===== src/hdl/wsdf_pkg.sv =====
// Shared types and constants for the WebSocket frame deframer.
// Used by wsdf_front, wsdf_queue, wsdf_back and websocket_frame_deframer.
`default_nettype none

package wsdf_pkg;

    // Widest payload length the design represents internally.
    localparam int LENGTH_BITS = 32;
    localparam logic [31:0] LEN_LIMIT = (LENGTH_BITS >= 32) ? 32'hFFFF_FFFF :
        32'((64'd1 << LENGTH_BITS) - 64'd1);

    localparam int QUEUE_DEPTH = 4;
    localparam int QUEUE_AW    = $clog2(QUEUE_DEPTH);

    localparam logic [31:0] MSG_MAX_RESET     = 32'd1048576;
    localparam logic [6:0]  CONTROL_MAX_RESET = 7'd125;
    localparam logic [6:0]  CONTROL_CAP       = 7'd125;

    // Configuration register indexes
    localparam logic CFG_MSG_MAX     = 1'b0;
    localparam logic CFG_CONTROL_MAX = 1'b1;

    // Opcodes
    localparam logic [3:0] OP_CONT   = 4'h0;
    localparam logic [3:0] OP_TEXT   = 4'h1;
    localparam logic [3:0] OP_BINARY = 4'h2;
    localparam logic [3:0] OP_CLOSE  = 4'h8;
    localparam logic [3:0] OP_PING   = 4'h9;
    localparam logic [3:0] OP_PONG   = 4'hA;

    typedef enum logic [1:0] {
        KIND_PAYLOAD = 2'd0,
        KIND_EMPTY   = 2'd1,
        KIND_REFUSED = 2'd2
    } t_kind;

    typedef enum logic [1:0] {
        ST_OK    = 2'd0,
        ST_PROTO = 2'd1,
        ST_BIG   = 2'd2
    } t_status;

    typedef struct packed {
        logic [31:0] msg_max;
        logic [6:0]  control_max;
    } t_cfg;

    // One classified request from the parser to the output side.
    typedef struct packed {
        t_kind       kind;
        logic [7:0]  data;
        logic [7:0]  key;
        logic [3:0]  opcode;
        logic        fin;
        logic        last;
        t_status     status;
        logic [31:0] len;
        logic        len_ovf;
    } t_cmd;

endpackage

`default_nettype wire


===== src/hdl/websocket_frame_deframer.sv =====
// WebSocket client-to-server frame deframer, one stream byte per cycle.
// Throughput: one byte per cycle; input stalls only while four requests wait in the queue.
// A result passes from its byte through the parser, a four-entry request queue and the output
// register; it waits in the queue while the output register is full and not popped.
// Reset (synchronous, active low) clears parser, queue and output; registers take
// msg_max 1048576 and control_max 125. Depends on wsdf_pkg, wsdf_front/queue/back.
`default_nettype none

module websocket_frame_deframer (
    input  wire logic        i_clk,
    input  wire logic        i_rst_n,
    input  wire logic        i_push,
    output logic             o_full,
    input  wire logic [7:0]  i_data_byte,
    input  wire logic        i_restart,
    output logic             o_empty,
    input  wire logic        i_pop,
    output logic [1:0]       o_kind,
    output logic [7:0]       o_payload_byte,
    output logic [3:0]       o_opcode,
    output logic             o_fin,
    output logic             o_last,
    output logic [1:0]       o_status,
    output logic [31:0]      o_payload_length,
    input  wire logic        i_cfg_we,
    input  wire logic        i_cfg_addr,
    input  wire logic [31:0] i_cfg_wdata
);

    wsdf_pkg::t_cfg r_cfg;
    wsdf_pkg::t_cmd front_cmd, queue_cmd;
    logic           accept;
    logic           front_emit;
    logic           queue_avail;
    logic           back_take;

    always_ff @(posedge i_clk) begin
        if (!i_rst_n) begin
            r_cfg.msg_max     <= wsdf_pkg::MSG_MAX_RESET;
            r_cfg.control_max <= wsdf_pkg::CONTROL_MAX_RESET;
        end else if (i_cfg_we) begin
            case (i_cfg_addr)
                wsdf_pkg::CFG_MSG_MAX:     r_cfg.msg_max     <= i_cfg_wdata;
                wsdf_pkg::CFG_CONTROL_MAX: r_cfg.control_max <= i_cfg_wdata[6:0];
                default:                   r_cfg             <= r_cfg;
            endcase
        end
    end

    assign accept = i_push && !o_full;

    wsdf_front u_front (
        .i_clk       (i_clk),
        .i_rst_n     (i_rst_n),
        .i_valid     (accept),
        .i_data_byte (i_data_byte),
        .i_restart   (i_restart),
        .i_cfg       (r_cfg),
        .o_emit      (front_emit),
        .o_cmd       (front_cmd)
    );

    wsdf_queue u_queue (
        .i_clk   (i_clk),
        .i_rst_n (i_rst_n),
        .i_wr    (front_emit),
        .i_cmd   (front_cmd),
        .o_full  (o_full),
        .i_rd    (back_take),
        .o_avail (queue_avail),
        .o_cmd   (queue_cmd)
    );

    wsdf_back u_back (
        .i_clk            (i_clk),
        .i_rst_n          (i_rst_n),
        .i_avail          (queue_avail),
        .i_cmd            (queue_cmd),
        .o_take           (back_take),
        .i_pop            (i_pop),
        .o_empty          (o_empty),
        .o_kind           (o_kind),
        .o_payload_byte   (o_payload_byte),
        .o_opcode         (o_opcode),
        .o_fin            (o_fin),
        .o_last           (o_last),
        .o_status         (o_status),
        .o_payload_length (o_payload_length)
    );

    a_plain_byte_zero: assert property (@(posedge i_clk) disable iff (!i_rst_n)
        (!o_empty && o_kind != wsdf_pkg::KIND_PAYLOAD) |-> (o_payload_byte == 8'd0))
        else $error("non-payload result carries a data byte");

    a_refuse_last: assert property (@(posedge i_clk) disable iff (!i_rst_n)
        (!o_empty && o_kind != wsdf_pkg::KIND_PAYLOAD) |-> o_last)
        else $error("empty or refused frame result not marked last");

    a_empty_frame: assert property (@(posedge i_clk) disable iff (!i_rst_n)
        (!o_empty && o_kind == wsdf_pkg::KIND_EMPTY) |->
        (o_payload_length == 32'd0 && o_status == wsdf_pkg::ST_OK))
        else $error("frame without payload reports a length or error");

    a_payload_ok: assert property (@(posedge i_clk) disable iff (!i_rst_n)
        (!o_empty && o_kind == wsdf_pkg::KIND_PAYLOAD) |->
        (o_status == wsdf_pkg::ST_OK && o_payload_length <= r_cfg.msg_max))
        else $error("payload byte from a frame that should have been refused");

endmodule

`default_nettype wire


===== src/hdl/wsdf_front.sv =====
// Header parser of the deframer: walks each frame, checks it and classifies bytes.
// Depends on wsdf_pkg.
`default_nettype none

module wsdf_front (
    input  wire logic           i_clk,
    input  wire logic           i_rst_n,
    input  wire logic           i_valid,
    input  wire logic [7:0]     i_data_byte,
    input  wire logic           i_restart,
    input  wire wsdf_pkg::t_cfg i_cfg,
    output logic                o_emit,
    output wsdf_pkg::t_cmd      o_cmd
);

    typedef enum logic [2:0] {
        PH_HEAD0,
        PH_HEAD1,
        PH_EXTLEN,
        PH_MASK,
        PH_PAYLOAD
    } t_phase;

    typedef enum logic [1:0] {
        FORM_SHORT,
        FORM_16,
        FORM_64
    } t_form;

    t_phase      r_phase, c_phase, n_phase;
    t_form       r_form, c_form, n_form;
    logic        r_fin, c_fin, n_fin;
    logic [3:0]  r_op, c_op, n_op;
    logic [31:0] r_acc, c_acc, n_acc;
    logic        r_ovf, c_ovf, n_ovf;
    logic [3:0]  r_ext_left, c_ext_left, n_ext_left;
    logic [31:0] r_key, c_key, n_key;
    logic [1:0]  r_mask_cnt, c_mask_cnt, n_mask_cnt;
    logic [1:0]  r_mpos, c_mpos, n_mpos;
    logic [31:0] r_remain, c_remain, n_remain;
    logic        r_stopped, c_stopped, n_stopped;

    logic [31:0] ld_acc;
    logic        ld_ovf;
    t_form       ld_form;
    logic        ld_refuse;
    wsdf_pkg::t_status ld_status;
    logic [6:0]  cmax;
    logic        op_ok;
    logic [7:0]  key_byte;

    always_comb begin
        // Restart wipes the parser before this byte is looked at.
        if (i_restart) begin
            c_phase    = PH_HEAD0;
            c_form     = FORM_SHORT;
            c_fin      = 1'b0;
            c_op       = '0;
            c_acc      = '0;
            c_ovf      = 1'b0;
            c_ext_left = '0;
            c_key      = '0;
            c_mask_cnt = '0;
            c_mpos     = '0;
            c_remain   = '0;
            c_stopped  = 1'b0;
        end else begin
            c_phase    = r_phase;
            c_form     = r_form;
            c_fin      = r_fin;
            c_op       = r_op;
            c_acc      = r_acc;
            c_ovf      = r_ovf;
            c_ext_left = r_ext_left;
            c_key      = r_key;
            c_mask_cnt = r_mask_cnt;
            c_mpos     = r_mpos;
            c_remain   = r_remain;
            c_stopped  = r_stopped;
        end
    end

    // Length checks, shared by the short form and the last extended length byte.
    always_comb begin
        if (c_phase == PH_HEAD1) begin
            ld_acc  = {25'd0, i_data_byte[6:0]};
            ld_ovf  = 1'b0;
            ld_form = FORM_SHORT;
        end else begin
            ld_acc  = {c_acc[23:0], i_data_byte};
            ld_ovf  = c_ovf | (c_acc[31:24] != 8'd0);
            ld_form = c_form;
        end
        cmax = (i_cfg.control_max > wsdf_pkg::CONTROL_CAP) ? wsdf_pkg::CONTROL_CAP :
            i_cfg.control_max;
        ld_refuse = 1'b1;
        if (ld_form == FORM_16 && ld_acc < 32'd126) begin
            ld_status = wsdf_pkg::ST_PROTO;
        end else if (ld_form == FORM_64 && !ld_ovf && ld_acc < 32'd65536) begin
            ld_status = wsdf_pkg::ST_PROTO;
        end else if (ld_ovf || ld_acc > i_cfg.msg_max || ld_acc > wsdf_pkg::LEN_LIMIT) begin
            ld_status = wsdf_pkg::ST_BIG;
        end else if (c_op[3] && (!c_fin || ld_acc > {25'd0, cmax} ||
                     (c_op == wsdf_pkg::OP_CLOSE && ld_acc == 32'd1))) begin
            ld_status = wsdf_pkg::ST_PROTO;
        end else begin
            ld_status = wsdf_pkg::ST_OK;
            ld_refuse = 1'b0;
        end
    end

    always_comb begin
        op_ok = (i_data_byte[3:0] inside {wsdf_pkg::OP_CONT, wsdf_pkg::OP_TEXT,
            wsdf_pkg::OP_BINARY, wsdf_pkg::OP_CLOSE, wsdf_pkg::OP_PING, wsdf_pkg::OP_PONG});
        case (c_mpos)
            2'd0:    key_byte = c_key[31:24];
            2'd1:    key_byte = c_key[23:16];
            2'd2:    key_byte = c_key[15:8];
            default: key_byte = c_key[7:0];
        endcase
    end

    always_comb begin
        n_phase    = c_phase;
        n_form     = c_form;
        n_fin      = c_fin;
        n_op       = c_op;
        n_acc      = c_acc;
        n_ovf      = c_ovf;
        n_ext_left = c_ext_left;
        n_key      = c_key;
        n_mask_cnt = c_mask_cnt;
        n_mpos     = c_mpos;
        n_remain   = c_remain;
        n_stopped  = c_stopped;
        o_emit     = 1'b0;
        o_cmd      = '0;

        if (!c_stopped) begin
            case (c_phase)
                PH_HEAD0: begin
                    n_fin = i_data_byte[7];
                    n_op  = i_data_byte[3:0];
                    n_acc = '0;
                    n_ovf = 1'b0;
                    if (i_data_byte[6:4] != 3'd0 || !op_ok) begin
                        o_emit         = 1'b1;
                        o_cmd.kind     = wsdf_pkg::KIND_REFUSED;
                        o_cmd.status   = wsdf_pkg::ST_PROTO;
                        o_cmd.last     = 1'b1;
                        n_stopped      = 1'b1;
                    end else begin
                        n_phase = PH_HEAD1;
                    end
                end
                PH_HEAD1: begin
                    if (!i_data_byte[7]) begin
                        o_emit       = 1'b1;
                        o_cmd.kind   = wsdf_pkg::KIND_REFUSED;
                        o_cmd.status = wsdf_pkg::ST_PROTO;
                        o_cmd.last   = 1'b1;
                        n_stopped    = 1'b1;
                        n_phase      = PH_HEAD0;
                    end else if (i_data_byte[6:0] == 7'd126) begin
                        n_form     = FORM_16;
                        n_ext_left = 4'd2;
                        n_phase    = PH_EXTLEN;
                    end else if (i_data_byte[6:0] == 7'd127) begin
                        n_form     = FORM_64;
                        n_ext_left = 4'd8;
                        n_phase    = PH_EXTLEN;
                    end else begin
                        n_form = FORM_SHORT;
                        n_acc  = ld_acc;
                        n_ovf  = ld_ovf;
                    end
                end
                PH_EXTLEN: begin
                    n_acc      = ld_acc;
                    n_ovf      = ld_ovf;
                    n_ext_left = c_ext_left - 4'd1;
                end
                PH_MASK: begin
                    n_key = {c_key[23:0], i_data_byte};
                    if (c_mask_cnt == 2'd3) begin
                        n_mpos   = '0;
                        n_remain = c_acc;
                        if (c_acc == 32'd0) begin
                            o_emit     = 1'b1;
                            o_cmd.kind = wsdf_pkg::KIND_EMPTY;
                            o_cmd.last = 1'b1;
                            n_phase    = PH_HEAD0;
                        end else begin
                            n_phase = PH_PAYLOAD;
                        end
                    end else begin
                        n_mask_cnt = c_mask_cnt + 2'd1;
                    end
                end
                PH_PAYLOAD: begin
                    n_mpos     = c_mpos + 2'd1;
                    n_remain   = c_remain - 32'd1;
                    o_emit     = 1'b1;
                    o_cmd.kind = wsdf_pkg::KIND_PAYLOAD;
                    o_cmd.data = i_data_byte;
                    o_cmd.key  = key_byte;
                    o_cmd.len  = c_acc;
                    o_cmd.last = (c_remain == 32'd1);
                    if (c_remain == 32'd1) begin
                        n_phase = PH_HEAD0;
                    end
                end
                default: begin
                    n_phase = PH_HEAD0;
                end
            endcase

            // Length now known: refuse, or move on to the mask key.
            if ((c_phase == PH_HEAD1 && i_data_byte[7] && i_data_byte[6:1] != 6'h3F) ||
                (c_phase == PH_EXTLEN && c_ext_left == 4'd1)) begin
                if (ld_refuse) begin
                    o_emit        = 1'b1;
                    o_cmd.kind    = wsdf_pkg::KIND_REFUSED;
                    o_cmd.status  = ld_status;
                    o_cmd.last    = 1'b1;
                    o_cmd.len     = ld_acc;
                    o_cmd.len_ovf = ld_ovf;
                    n_stopped     = 1'b1;
                    n_phase       = PH_HEAD0;
                end else begin
                    n_phase    = PH_MASK;
                    n_mask_cnt = '0;
                    n_key      = '0;
                end
            end
        end

        o_cmd.opcode = n_op;
        o_cmd.fin    = n_fin;
        o_emit       = o_emit & i_valid;
    end

    always_ff @(posedge i_clk) begin
        if (!i_rst_n) begin
            r_phase    <= PH_HEAD0;
            r_form     <= FORM_SHORT;
            r_fin      <= 1'b0;
            r_op       <= '0;
            r_acc      <= '0;
            r_ovf      <= 1'b0;
            r_ext_left <= '0;
            r_key      <= '0;
            r_mask_cnt <= '0;
            r_mpos     <= '0;
            r_remain   <= '0;
            r_stopped  <= 1'b0;
        end else if (i_valid) begin
            r_phase    <= n_phase;
            r_form     <= n_form;
            r_fin      <= n_fin;
            r_op       <= n_op;
            r_acc      <= n_acc;
            r_ovf      <= n_ovf;
            r_ext_left <= n_ext_left;
            r_key      <= n_key;
            r_mask_cnt <= n_mask_cnt;
            r_mpos     <= n_mpos;
            r_remain   <= n_remain;
            r_stopped  <= n_stopped;
        end
    end

endmodule

`default_nettype wire


===== src/hdl/wsdf_queue.sv =====
// Short queue of classified requests between the parser and the output side.
// Depends on wsdf_pkg.
`default_nettype none

module wsdf_queue (
    input  wire logic           i_clk,
    input  wire logic           i_rst_n,
    input  wire logic           i_wr,
    input  wire wsdf_pkg::t_cmd i_cmd,
    output logic                o_full,
    input  wire logic           i_rd,
    output logic                o_avail,
    output wsdf_pkg::t_cmd      o_cmd
);

    wsdf_pkg::t_cmd r_mem [wsdf_pkg::QUEUE_DEPTH];
    logic [wsdf_pkg::QUEUE_AW-1:0] r_wr_ptr, r_rd_ptr;
    logic [wsdf_pkg::QUEUE_AW:0]   r_count;

    assign o_full  = (r_count == (wsdf_pkg::QUEUE_AW+1)'(wsdf_pkg::QUEUE_DEPTH));
    assign o_avail = (r_count != '0);
    assign o_cmd   = r_mem[r_rd_ptr];

    always_ff @(posedge i_clk) begin
        if (i_wr) begin
            r_mem[r_wr_ptr] <= i_cmd;
        end
    end

    always_ff @(posedge i_clk) begin
        if (!i_rst_n) begin
            r_wr_ptr <= '0;
            r_rd_ptr <= '0;
            r_count  <= '0;
        end else begin
            if (i_wr) begin
                r_wr_ptr <= r_wr_ptr + 1'b1;
            end
            if (i_rd) begin
                r_rd_ptr <= r_rd_ptr + 1'b1;
            end
            case ({i_wr, i_rd})
                2'b10:   r_count <= r_count + 1'b1;
                2'b01:   r_count <= r_count - 1'b1;
                default: r_count <= r_count;
            endcase
        end
    end

endmodule

`default_nettype wire


===== src/hdl/wsdf_back.sv =====
// Output side of the deframer: unmasks payload bytes and holds the result register.
// Depends on wsdf_pkg.
`default_nettype none

module wsdf_back (
    input  wire logic           i_clk,
    input  wire logic           i_rst_n,
    input  wire logic           i_avail,
    input  wire wsdf_pkg::t_cmd i_cmd,
    output logic                o_take,
    input  wire logic           i_pop,
    output logic                o_empty,
    output logic [1:0]          o_kind,
    output logic [7:0]          o_payload_byte,
    output logic [3:0]          o_opcode,
    output logic                o_fin,
    output logic                o_last,
    output logic [1:0]          o_status,
    output logic [31:0]         o_payload_length
);

    logic        r_valid;
    logic [1:0]  r_kind;
    logic [7:0]  r_byte;
    logic [3:0]  r_opcode;
    logic        r_fin;
    logic        r_last;
    logic [1:0]  r_status;
    logic [31:0] r_len;

    // Advance when the result register is free or being drained.
    assign o_take = i_avail && (!r_valid || i_pop);

    always_ff @(posedge i_clk) begin
        if (!i_rst_n) begin
            r_valid <= 1'b0;
        end else if (o_take) begin
            r_valid <= 1'b1;
        end else if (i_pop) begin
            r_valid <= 1'b0;
        end
    end

    always_ff @(posedge i_clk) begin
        if (o_take) begin
            r_kind   <= i_cmd.kind;
            r_byte   <= (i_cmd.kind == wsdf_pkg::KIND_PAYLOAD) ? (i_cmd.data ^ i_cmd.key) :
                8'd0;
            r_opcode <= i_cmd.opcode;
            r_fin    <= i_cmd.fin;
            r_last   <= i_cmd.last;
            r_status <= i_cmd.status;
            // Saturate a length that did not fit
            r_len    <= i_cmd.len_ovf ? 32'hFFFF_FFFF : i_cmd.len;
        end
    end

    assign o_empty          = !r_valid;
    assign o_kind           = r_kind;
    assign o_payload_byte   = r_byte;
    assign o_opcode         = r_opcode;
    assign o_fin            = r_fin;
    assign o_last           = r_last;
    assign o_status         = r_status;
    assign o_payload_length = r_len;

endmodule

`default_nettype wire

===== config.mk =====
export PLATFORM = sky130hd
export DESIGN_NAME = websocket_frame_deframer
export DESIGN_NICKNAME = d
export VERILOG_FILES = /design/src/hdl/wsdf_pkg.sv /design/src/hdl/websocket_frame_deframer.sv /design/src/hdl/wsdf_front.sv /design/src/hdl/wsdf_queue.sv /design/src/hdl/wsdf_back.sv
export SDC_FILE = /design/constraint.sdc
export NUM_CORES = 1
export LEC_CHECK = 0
export BUFFER_PORTS_ARGS = -buffer_cell sky130_fd_sc_hd__buf_2
export CORE_MARGIN = 2
export CORE_UTILIZATION = 30
export CTS_CLUSTER_SIZE = 40
export DETAILED_ROUTE_END_ITERATION = 12
export PLACE_DENSITY = 0.54
export SYNTH_ARGS = -nofsm -noshare
export SYNTH_HDL_FRONTEND = slang
export SYNTH_SLANG_ARGS = --single-unit

===== constraint.sdc =====
create_clock -name i_clk -period 7.3 [get_ports i_clk]
set_clock_uncertainty 0.05 [all_clocks]
set_input_delay 2.19 -clock i_clk [delete_from_list [all_inputs] [get_ports i_clk]]
set_output_delay 2.19 -clock i_clk [all_outputs]
set_load 0.03 [all_outputs]

**After elaboration in Yosys (flattened, before gate mapping)**

Memory sizes are Yosys's and may differ from the RTL's. A register that Yosys moved wholly into a read port is not among the register bits.
Cells that the tools add are included.

- Bitwise operators: 4
- Reductions and logical operators: 35
- Muxes and demuxes: 111
- $add $sub $neg: 8
- $lt $le $gt $ge: 6
- Equal/unequal tests: 24

Operators by type and width:

| kind | number |
|---|---|
| 2-to-1 mux 32 bit | 15 |
| 2-to-1 mux 36 bit | 3 |
| one-hot mux 32 bit (3 select lines) | 1 |
| == test 32 x 1 -> 1 bit, second input constant | 2 |
| one-hot mux 32 bit (2 select lines) | 1 |
| 2-to-1 mux 2 bit | 27 |
| 2-to-1 mux 3 bit | 12 |
| greater-than comparator 32 bit | 1 |
| greater-than comparator 32 bit, second input constant | 1 |
| greater-than comparator 32 x 7 -> 1 bit | 1 |
| logical NOT 32 bit | 1 |
| < comparator 32 x 17 -> 1 bit, second input constant | 1 |
| < comparator 32 x 7 -> 1 bit, second input constant | 1 |
| 2-to-1 mux 4 bit | 8 |
| subtractor 32 x 1 -> 32 bit, second input constant | 1 |
| 2-to-1 mux 1 bit | 30 |
| one-hot mux 8 bit (3 select lines) | 1 |
| 2-to-1 mux 18 bit | 1 |
| == test 4 bit, second input constant | 4 |
| 2-to-1 mux 16 bit | 1 |
| one-hot mux 3 bit (5 select lines) | 1 |
| == test 7 bit, second input constant | 2 |
| logical AND 1 bit | 10 |
| adder 2 x 1 -> 2 bit, second input constant | 4 |
| 34 further kinds | 58 |

- Memories kept: 1
- Bits in registers: 213
- Output and inout bits: 52
- Bits of input ports: 47
- Word-level logic and storage cells: 214
- RAM bits: 236

Memory list:

| memory | depth | bits a word | rd ports | clocked after Yosys merged registers in | write ports | line | text |
|---|---|---|---|---|---|---|---|
| u_queue.r_mem | 4 | 59 | 1 | 1 | 1 | wsdf_queue.sv:16 | `wsdf_pkg::t_cmd r_mem [wsdf_pkg::QUEUE_DEPTH];` |

**Logic depth before layout (Yosys ltp)**

- Word-level depth: 17
- Depth in mapped cells: 20
- Mapped depth without buffers: 17

**Modules after synthesis**

Synthesis repeated with hierarchy kept, for this count alone.

- Cell total of the unflattened synthesis: 1,695
- Area total of the unflattened synthesis: 20,617.3 µm²

By module, submodules not included:

| module | times used | cells an instance | seq. area each (µm²) | area each (µm²) |
|---|---|---|---|---|
| wsdf_queue | 1 | 351 | 7,267.0 | 8,969.9 |
| wsdf_front | 1 | 1,063 | 2,322.2 | 8,135.3 |
| wsdf_back | 1 | 108 | 1,521.5 | 1,898.1 |
| websocket_frame_deframer | 1 | 173 | 780.7 | 1,614.0 |

**Worst setup path before layout**

Ideal clock, no wire load.

- Kind: input to register
- Start: in i_restart
- End: mem u_queue.r_mem[0][0] in the netlist's numbering, enable pin
- Setup time: 0.423 ns
- Stages on the path: 14
- Slack: 0.723 ns
- Data required time: 6.827 ns
- Arrival time: 6.104 ns
- Buffers on the path: 3
- Path through: buf_4 -> inv_1 -> buf_4 -> clkbuf_1 -> nand2_1 -> nor2_1 -> ha_1 -> nand4_1 -> nor4_1 -> a211oi_1 -> o211ai_1 -> o31ai_4 -> a21oi_2 -> and2_1

- Cells in the longest elaborated chain, start to end: 17
- Elaborated cells on any way between the ends: 59
- Those cells by class: order compare (5); eq/ne (10); mux (24); bitwise (2); reduce/logical (18)

Ends and longest elaborated chain:

| element | line | text |
|---|---|---|
| from (decl) | websocket_frame_deframer.sv:15 | `input wire logic i_restart,` |
| 2-to-1 mux 3 bit | wsdf_front.sv:54 | `if (i_restart) begin` |
| == test 3 x 1 -> 1 bit | wsdf_front.sv:85, wsdf_front.sv:140, wsdf_front.sv:219 |  |
| 2-to-1 mux 32 bit | wsdf_front.sv:85 | `if (c_phase == PH_HEAD1) begin` |
| greater-than comparator 32 x 7 -> 1 bit / == test 32 x 1 -> 1 bit (equally long branches) | wsdf_front.sv:103, wsdf_front.sv:104 |  |
| logical OR 1 bit / logical AND 1 bit (equally long branches) | wsdf_front.sv:103, wsdf_front.sv:104 |  |
| logical OR 1 bit | wsdf_front.sv:103 | `end else if (c_op[3] && (!c_fin \|\| ld_acc > {25'd0, cmax} \|\|` |
| logical AND 1 bit | wsdf_front.sv:103 |  |
| 2-to-1 mux 1 bit | wsdf_front.sv:103 |  |
| 2-to-1 mux 1 bit | wsdf_front.sv:101 | `end else if (ld_ovf \|\| ld_acc > i_cfg.msg_max \|\| ld_acc > wsdf_pkg::LEN_LIMIT) begin` |
| 2-to-1 mux 1 bit | wsdf_front.sv:99 | `end else if (ld_form == FORM_64 && !ld_ovf && ld_acc < 32'd65536) begin` |
| 2-to-1 mux 1 bit | wsdf_front.sv:97 | `if (ld_form == FORM_16 && ld_acc < 32'd126) begin` |
| 2-to-1 mux 1 bit | wsdf_front.sv:221 | `if (ld_refuse) begin` |
| 2-to-1 mux 1 bit | wsdf_front.sv:219 | `if ((c_phase == PH_HEAD1 && i_data_byte[7] && i_data_byte[6:1] != 6'h3F) \|\|` |
| 2-to-1 mux 1 bit (*) | wsdf_front.sv:139 | `if (!c_stopped) begin` |
| AND 1 bit (*) | wsdf_front.sv:240 | `o_emit = o_emit & i_valid;` |
| 2-to-1 mux 1 bit (*) | wsdf_queue.sv:25 | `if (i_wr) begin` |
| 2-to-1 mux 1 bit (implied by the code) (*) | wsdf_queue.sv:26 | `r_mem[r_wr_ptr] <= i_cmd;` |
| to (decl) | wsdf_queue.sv:16 |  |

Every way passes the cells marked *; elsewhere a longest branch is shown, timed or not.

**Final worst setup path**

- Start: in i_restart
- End: reg u_queue.r_count[2] in the netlist's numbering

- Cells in the longest elaborated chain, start to end: 17
- Elaborated cells on any way between the ends: 61
- Those cells by class: order compare (5); eq/ne (12); mux (23); bitwise (2); reduce/logical (19)

Ends and longest elaborated chain:

| element | line | text |
|---|---|---|
| 2-to-1 mux 3 bit | wsdf_front.sv:54 |  |
| == test 3 x 1 -> 1 bit | wsdf_front.sv:85, wsdf_front.sv:140, wsdf_front.sv:219 |  |
| 2-to-1 mux 32 bit | wsdf_front.sv:85 |  |
| greater-than comparator 32 x 7 -> 1 bit / == test 32 x 1 -> 1 bit (equally long branches) | wsdf_front.sv:103, wsdf_front.sv:104 |  |
| logical OR 1 bit / logical AND 1 bit (equally long branches) | wsdf_front.sv:103, wsdf_front.sv:104 |  |
| logical OR 1 bit | wsdf_front.sv:103 |  |
| logical AND 1 bit | wsdf_front.sv:103 |  |
| 2-to-1 mux 1 bit | wsdf_front.sv:103 |  |
| 2-to-1 mux 1 bit | wsdf_front.sv:101 |  |
| 2-to-1 mux 1 bit | wsdf_front.sv:99 |  |
| 2-to-1 mux 1 bit | wsdf_front.sv:97 |  |
| 2-to-1 mux 1 bit | wsdf_front.sv:221 |  |
| 2-to-1 mux 1 bit | wsdf_front.sv:219 |  |
| 2-to-1 mux 1 bit (*) | wsdf_front.sv:139 |  |
| AND 1 bit (*) | wsdf_front.sv:240 |  |
| == test 2 x 1 -> 1 bit / == test 2 bit (equally long branches) | wsdf_queue.sv:42 | `case ({i_wr, i_rd})` |
| one-hot mux 3 bit (2 select lines) / nonzero test 2 bit (equally long branches) | -- |  |
| to (signal assigned) | wsdf_queue.sv:43 | `2'b10: r_count <= r_count + 1'b1;` |
| to (signal assigned) | wsdf_queue.sv:44 | `2'b01: r_count <= r_count - 1'b1;` |
| to (signal assigned) | wsdf_queue.sv:45 | `default: r_count <= r_count;` |
| to (decl) | wsdf_queue.sv:18 | `logic [wsdf_pkg::QUEUE_AW:0] r_count;` |

Marked as above.
A chain may end at the register's enable or synchronous reset.

==> impl_metrics.yaml <==
detailed_routing:
  detail-route-antenna-nets: 0
  drtIter0Drc: 1338
  wire_per_inst_um: 20.4
  viasPerCell: 5.20
  vias: 14137
  drcViolationCount: 0
  first_pass_iters: 5
  wl_um: 55500
clocking:
  cts-htree-levels: 2
  cts_setup_buffers: 0
  cts_resized: 0
  cts_hold_buf: 0
  cts-buffers-inserted: 50
  clk_latency_ns: 0.60
  cts_root_buf: "clkbuf_16"
  clock_path_buffers: 3
  path_clk_slew_ns: 0.06
  cts.sinks: 451
  cts_tree: "yes"
yosys:
  yosys_warnings: 0
  muxShareOfSynthArea: 0.0645
  synthesis.area_sq_um: 20300
  synth_top_family_by_area: "compound AO/OA/AOI/OAI gates"
  synthCells: 1735
  avgSynthCellArea_sq_um: 11.7
  ys_async_sr_fraction: 0
  synth_nets: 1835
  synth_flop_cell: "edfxtp_1"
  ys_seq_elements: 451
  synth_xor_area_frac: 0.0207
  synthDistinctLibCells: 80
  ys_seq_area_frac: 0.586
  synth-adder-area-share: 0.0330
  synth_compound_gate_area_share: 0.143
  yosys.area_share.simple: 0.120
  synth_edf_count: 286
place:
  hpwl_um: 37400
  dp_slack_ns: 0.952
  io_buffer_count: 98
  gp_congestion: 0.879
  dp.cells: 2630
critical_path:
  worstSetupPathType: "input port to register"
  startpoint_type: "input port"
  crit_required_ns: 7.76
  ff2ff_setup_slack_ns: 2.31
  cpMaxStageDelayCell: "o211ai_1"
  worstPathCellList: "buf_2, nor2_1, buf_4, and2_1, ha_1, nand4_1, nor4bb_1, nand2_1, o211ai_1, o31ai_4, a21oi_2, inv_1, ha_1, fa_1, xnor2_1, or3_1, a21oi_1"
  crit_path_max_incr_delay_ns: 0.55
  reg2reg_from: "u_front.r_phase[0]$_SDFFE_PN0P_"
  ff2ff_path_depth: 18
  crit_path_frequent_cell: "ha_1"
  crit_arrival_ns: 6.29
  crit_end: "u_queue.r_count[2]$_SDFFE_PN0P_"
  r2r_end: "u_queue.r_count[2]$_SDFFE_PN0P_"
  crit_path_max_fanout: 23
  startpoint: "i_restart"
  end_kind: "register"
timing:
  setup_slack_ns: 1.47
  final.setup.tns_ns: 0
  min_period_ns: 5.83
  maxSlewViolCount: 0
  worst_slew_pin_slew_ns: 1.23
  hold_viol_final: 0
  setup_viol: 0
  fmax_ghz: 0.171
  rsz0062_at_grt: "false"
  max-slew-margin-rel: 0.180
  period_share: 0.799
layout:
  drive_gt1_frac: 0.182
  area_delta_synth_final_pct: 15.9
  stdcell_count: 2720
  diodes: 0
  fin_util: 0.351
  nets: 1909
power_and_ir_drop:
  ir_worst_vdd_v: 0.000158
  power_leakage_uw: 0.00835
  powerDensity_nw_per_um2: 318
floorplanning:
  die_y_um: 264
  row_count: 95
  die_w_um: 264
  die_area_sq_um: 69800
  io-pin-count: 99
  start_util: 0.303
  core_sq_um: 67000
global_route:
  grt_max_degree: 59
  grt_pass1_wl_um: 84800
  grt_overflow_total: 0
  track_usage: 0.157
  grt_pass1_vias: 13887
  antenna_found_initial: 3
outcome:
  status: "finished clean"
flow_run:
  cap_violations: 0
hold_path:
  hold_path.class: "register to register"
## cell usage after synthesis (6+ instances only)
cell,number,area (sq um)
nand4_1,7,43.8
a32oi_1,10,87.6
o21ai_0,62,310
a21o_1,8,60.1
nor3_1,28,140
nand2_1,191,717
nor4_1,12,75.1
dfxtp_1,165,3300
buf_2,9,45.0
o22ai_1,10,62.6
and3_1,11,68.8
nor2_1,148,556
a22oi_1,48,360
o31ai_1,7,52.6
nor2b_1,11,68.8
mux2i_1,15,150
o21ai_1,6,30.0
a211oi_1,6,45.0
mux4_2,51,1150
ha_1,52,651
edfxtp_1,286,8590
nand2b_1,6,37.5
or3_1,9,56.3
and2_1,31,194
a22o_1,61,534
a31oi_1,15,93.8
xor2_1,6,52.6
a21oi_1,125,626
nand3_1,16,80.1
o211ai_1,8,60.1
xnor2_1,42,368
or2_2,35,219
nor3b_1,6,45.0
inv_1,56,210
clkbuf_1,79,297
buf_1,13,48.8
## layout by cell type, fill, tap and decap left out, types with 8 or more instances in the layout
cell type | netlist | final
nor2b_1 | 11 | 9
nor3_1 | 28 | 27
clkinv_2 | 0 | 9
o22ai_1 | 10 | 10
a21o_1 | 8 | 8
nand3_1 | 16 | 16
a31oi_1 | 15 | 15
buf_2 | 9 | 98
a32oi_1 | 10 | 10
buf_4 | 4 | 29
xnor2_1 | 42 | 42
dfxtp_1 | 165 | 163
clkbuf_16 | 0 | 50
o211ai_1 | 8 | 8
a22o_1 | 61 | 61
mux2i_1 | 15 | 15
nand2_1 | 191 | 191
or3_1 | 9 | 9
and2_1 | 31 | 27
and3_1 | 11 | 11
nor2_1 | 148 | 146
a22oi_1 | 48 | 48
bufinv_16 | 0 | 8
o21ai_0 | 62 | 62
nor4_1 | 12 | 12
a21oi_1 | 125 | 124
ha_1 | 52 | 52
inv_1 | 56 | 55
edfxtp_1 | 286 | 286
or2_2 | 35 | 35
mux4_2 | 51 | 51
## state kept, by name (all words and copies together), names as in the netlist, 2 cells and up, named ones only
name                     flops
r_cfg                       39
u_back.o_kind                2
u_back.o_opcode              4
u_back.o_payload_byte        8
u_back.o_payload_length     32
u_back.o_status              2
u_front.r_acc               32
u_front.r_ext_left           4
u_front.r_form               2
u_front.r_key               32
u_front.r_mask_cnt           2
u_front.r_mpos               2
u_front.r_op                 4
u_front.r_phase              3
u_front.r_remain            32
u_queue.r_count              3
u_queue.r_mem              236
u_queue.r_rd_ptr             2
u_queue.r_wr_ptr             2
## cell type report
| type | instances | area (sq um) |
|---|---|---|
| multi-input cells | 1118 | 7770 |
| flip-flops and latches | 451 | 11900 |
| well taps | 873 | 1090 |
| repair buffers | 131 | 788 |
| fillers | 6667 | 43500 |
| clock inverters | 26 | 387 |
| inverters | 57 | 215 |
| clock buffers | 64 | 1370 |
## per-layer routing
metal  track usage  share of wire
met2         0.243           0.45
met4        0.0462          0.022
met3        0.0281          0.066
met1         0.223           0.47
met5             0        0.00023
## worst min path at each step
| stage | startpoint | end | slack [ns] | cells after the start |
|---|---|---|---|---|
| 2_1_floorplan | r_cfg[0]$_SDFFE_PN1P_ | r_cfg[0]$_SDFFE_PN1P_ | 0.38 | 2 |
| 3_3_place_gp | r_cfg[10]$_SDFFE_PN0P_ | r_cfg[10]$_SDFFE_PN0P_ | 0.40 | 2 |
| 3_5_place_dp | r_cfg[38]$_SDFFE_PN0P_ | r_cfg[38]$_SDFFE_PN0P_ | 0.40 | 2 |
| 4_1_cts | r_cfg[30]$_SDFFE_PN0P_ | r_cfg[30]$_SDFFE_PN0P_ | 0.41 | 2 |
| 5_1_grt | r_cfg[20]$_SDFFE_PN0P_ | r_cfg[20]$_SDFFE_PN0P_ | 0.42 | 2 |
| 6_report | r_cfg[21]$_SDFFE_PN0P_ | r_cfg[21]$_SDFFE_PN0P_ | 0.41 | 2 |
## cells by family after synthesis
| family | count (synthesis) |
|---|---|
| and+or+nand+nor | 526 |
| muxes | 67 |
| adders and majority gates | 53 |
| DFF | 451 |
| AOI/OAI and AO/OA | 424 |
| buffers and inverters | 166 |
| xor gates and xnor gates | 48 |
## critical path, delay by kind of cell
kind                       cells  cell delay, ns
AOI/OAI and AO/OA              4            1.10
xor gates and xnor gates       1            0.15
adders and majority gates      3            0.92
buffers and inverters          3            0.47
and+or+nand+nor                6            1.45
## stage by stage
stage	instance area [sq um]	hold WS [ns]	power [uW]
after floorplan	20300	0.384	4410
after global placement	21800	0.395	4890
after detailed placement	21800	0.402	4910
after CTS	23500	0.409	7600
after global routing	23500	0.425	7820
final	23500	0.408	7480
## power by group
part | switching, uW | leakage (uW) | internal [uW] | total (uW)
Combinational | 948 | 0.00341 | 574 | 1520
Clock | 1050 | 0.000865 | 1620 | 2670
Sequential | 195 | 0.00408 | 3090 | 3290
Total | 2190 | 0.00835 | 5290 | 7480
Note: power is estimated with default switching activity, not from simulation.
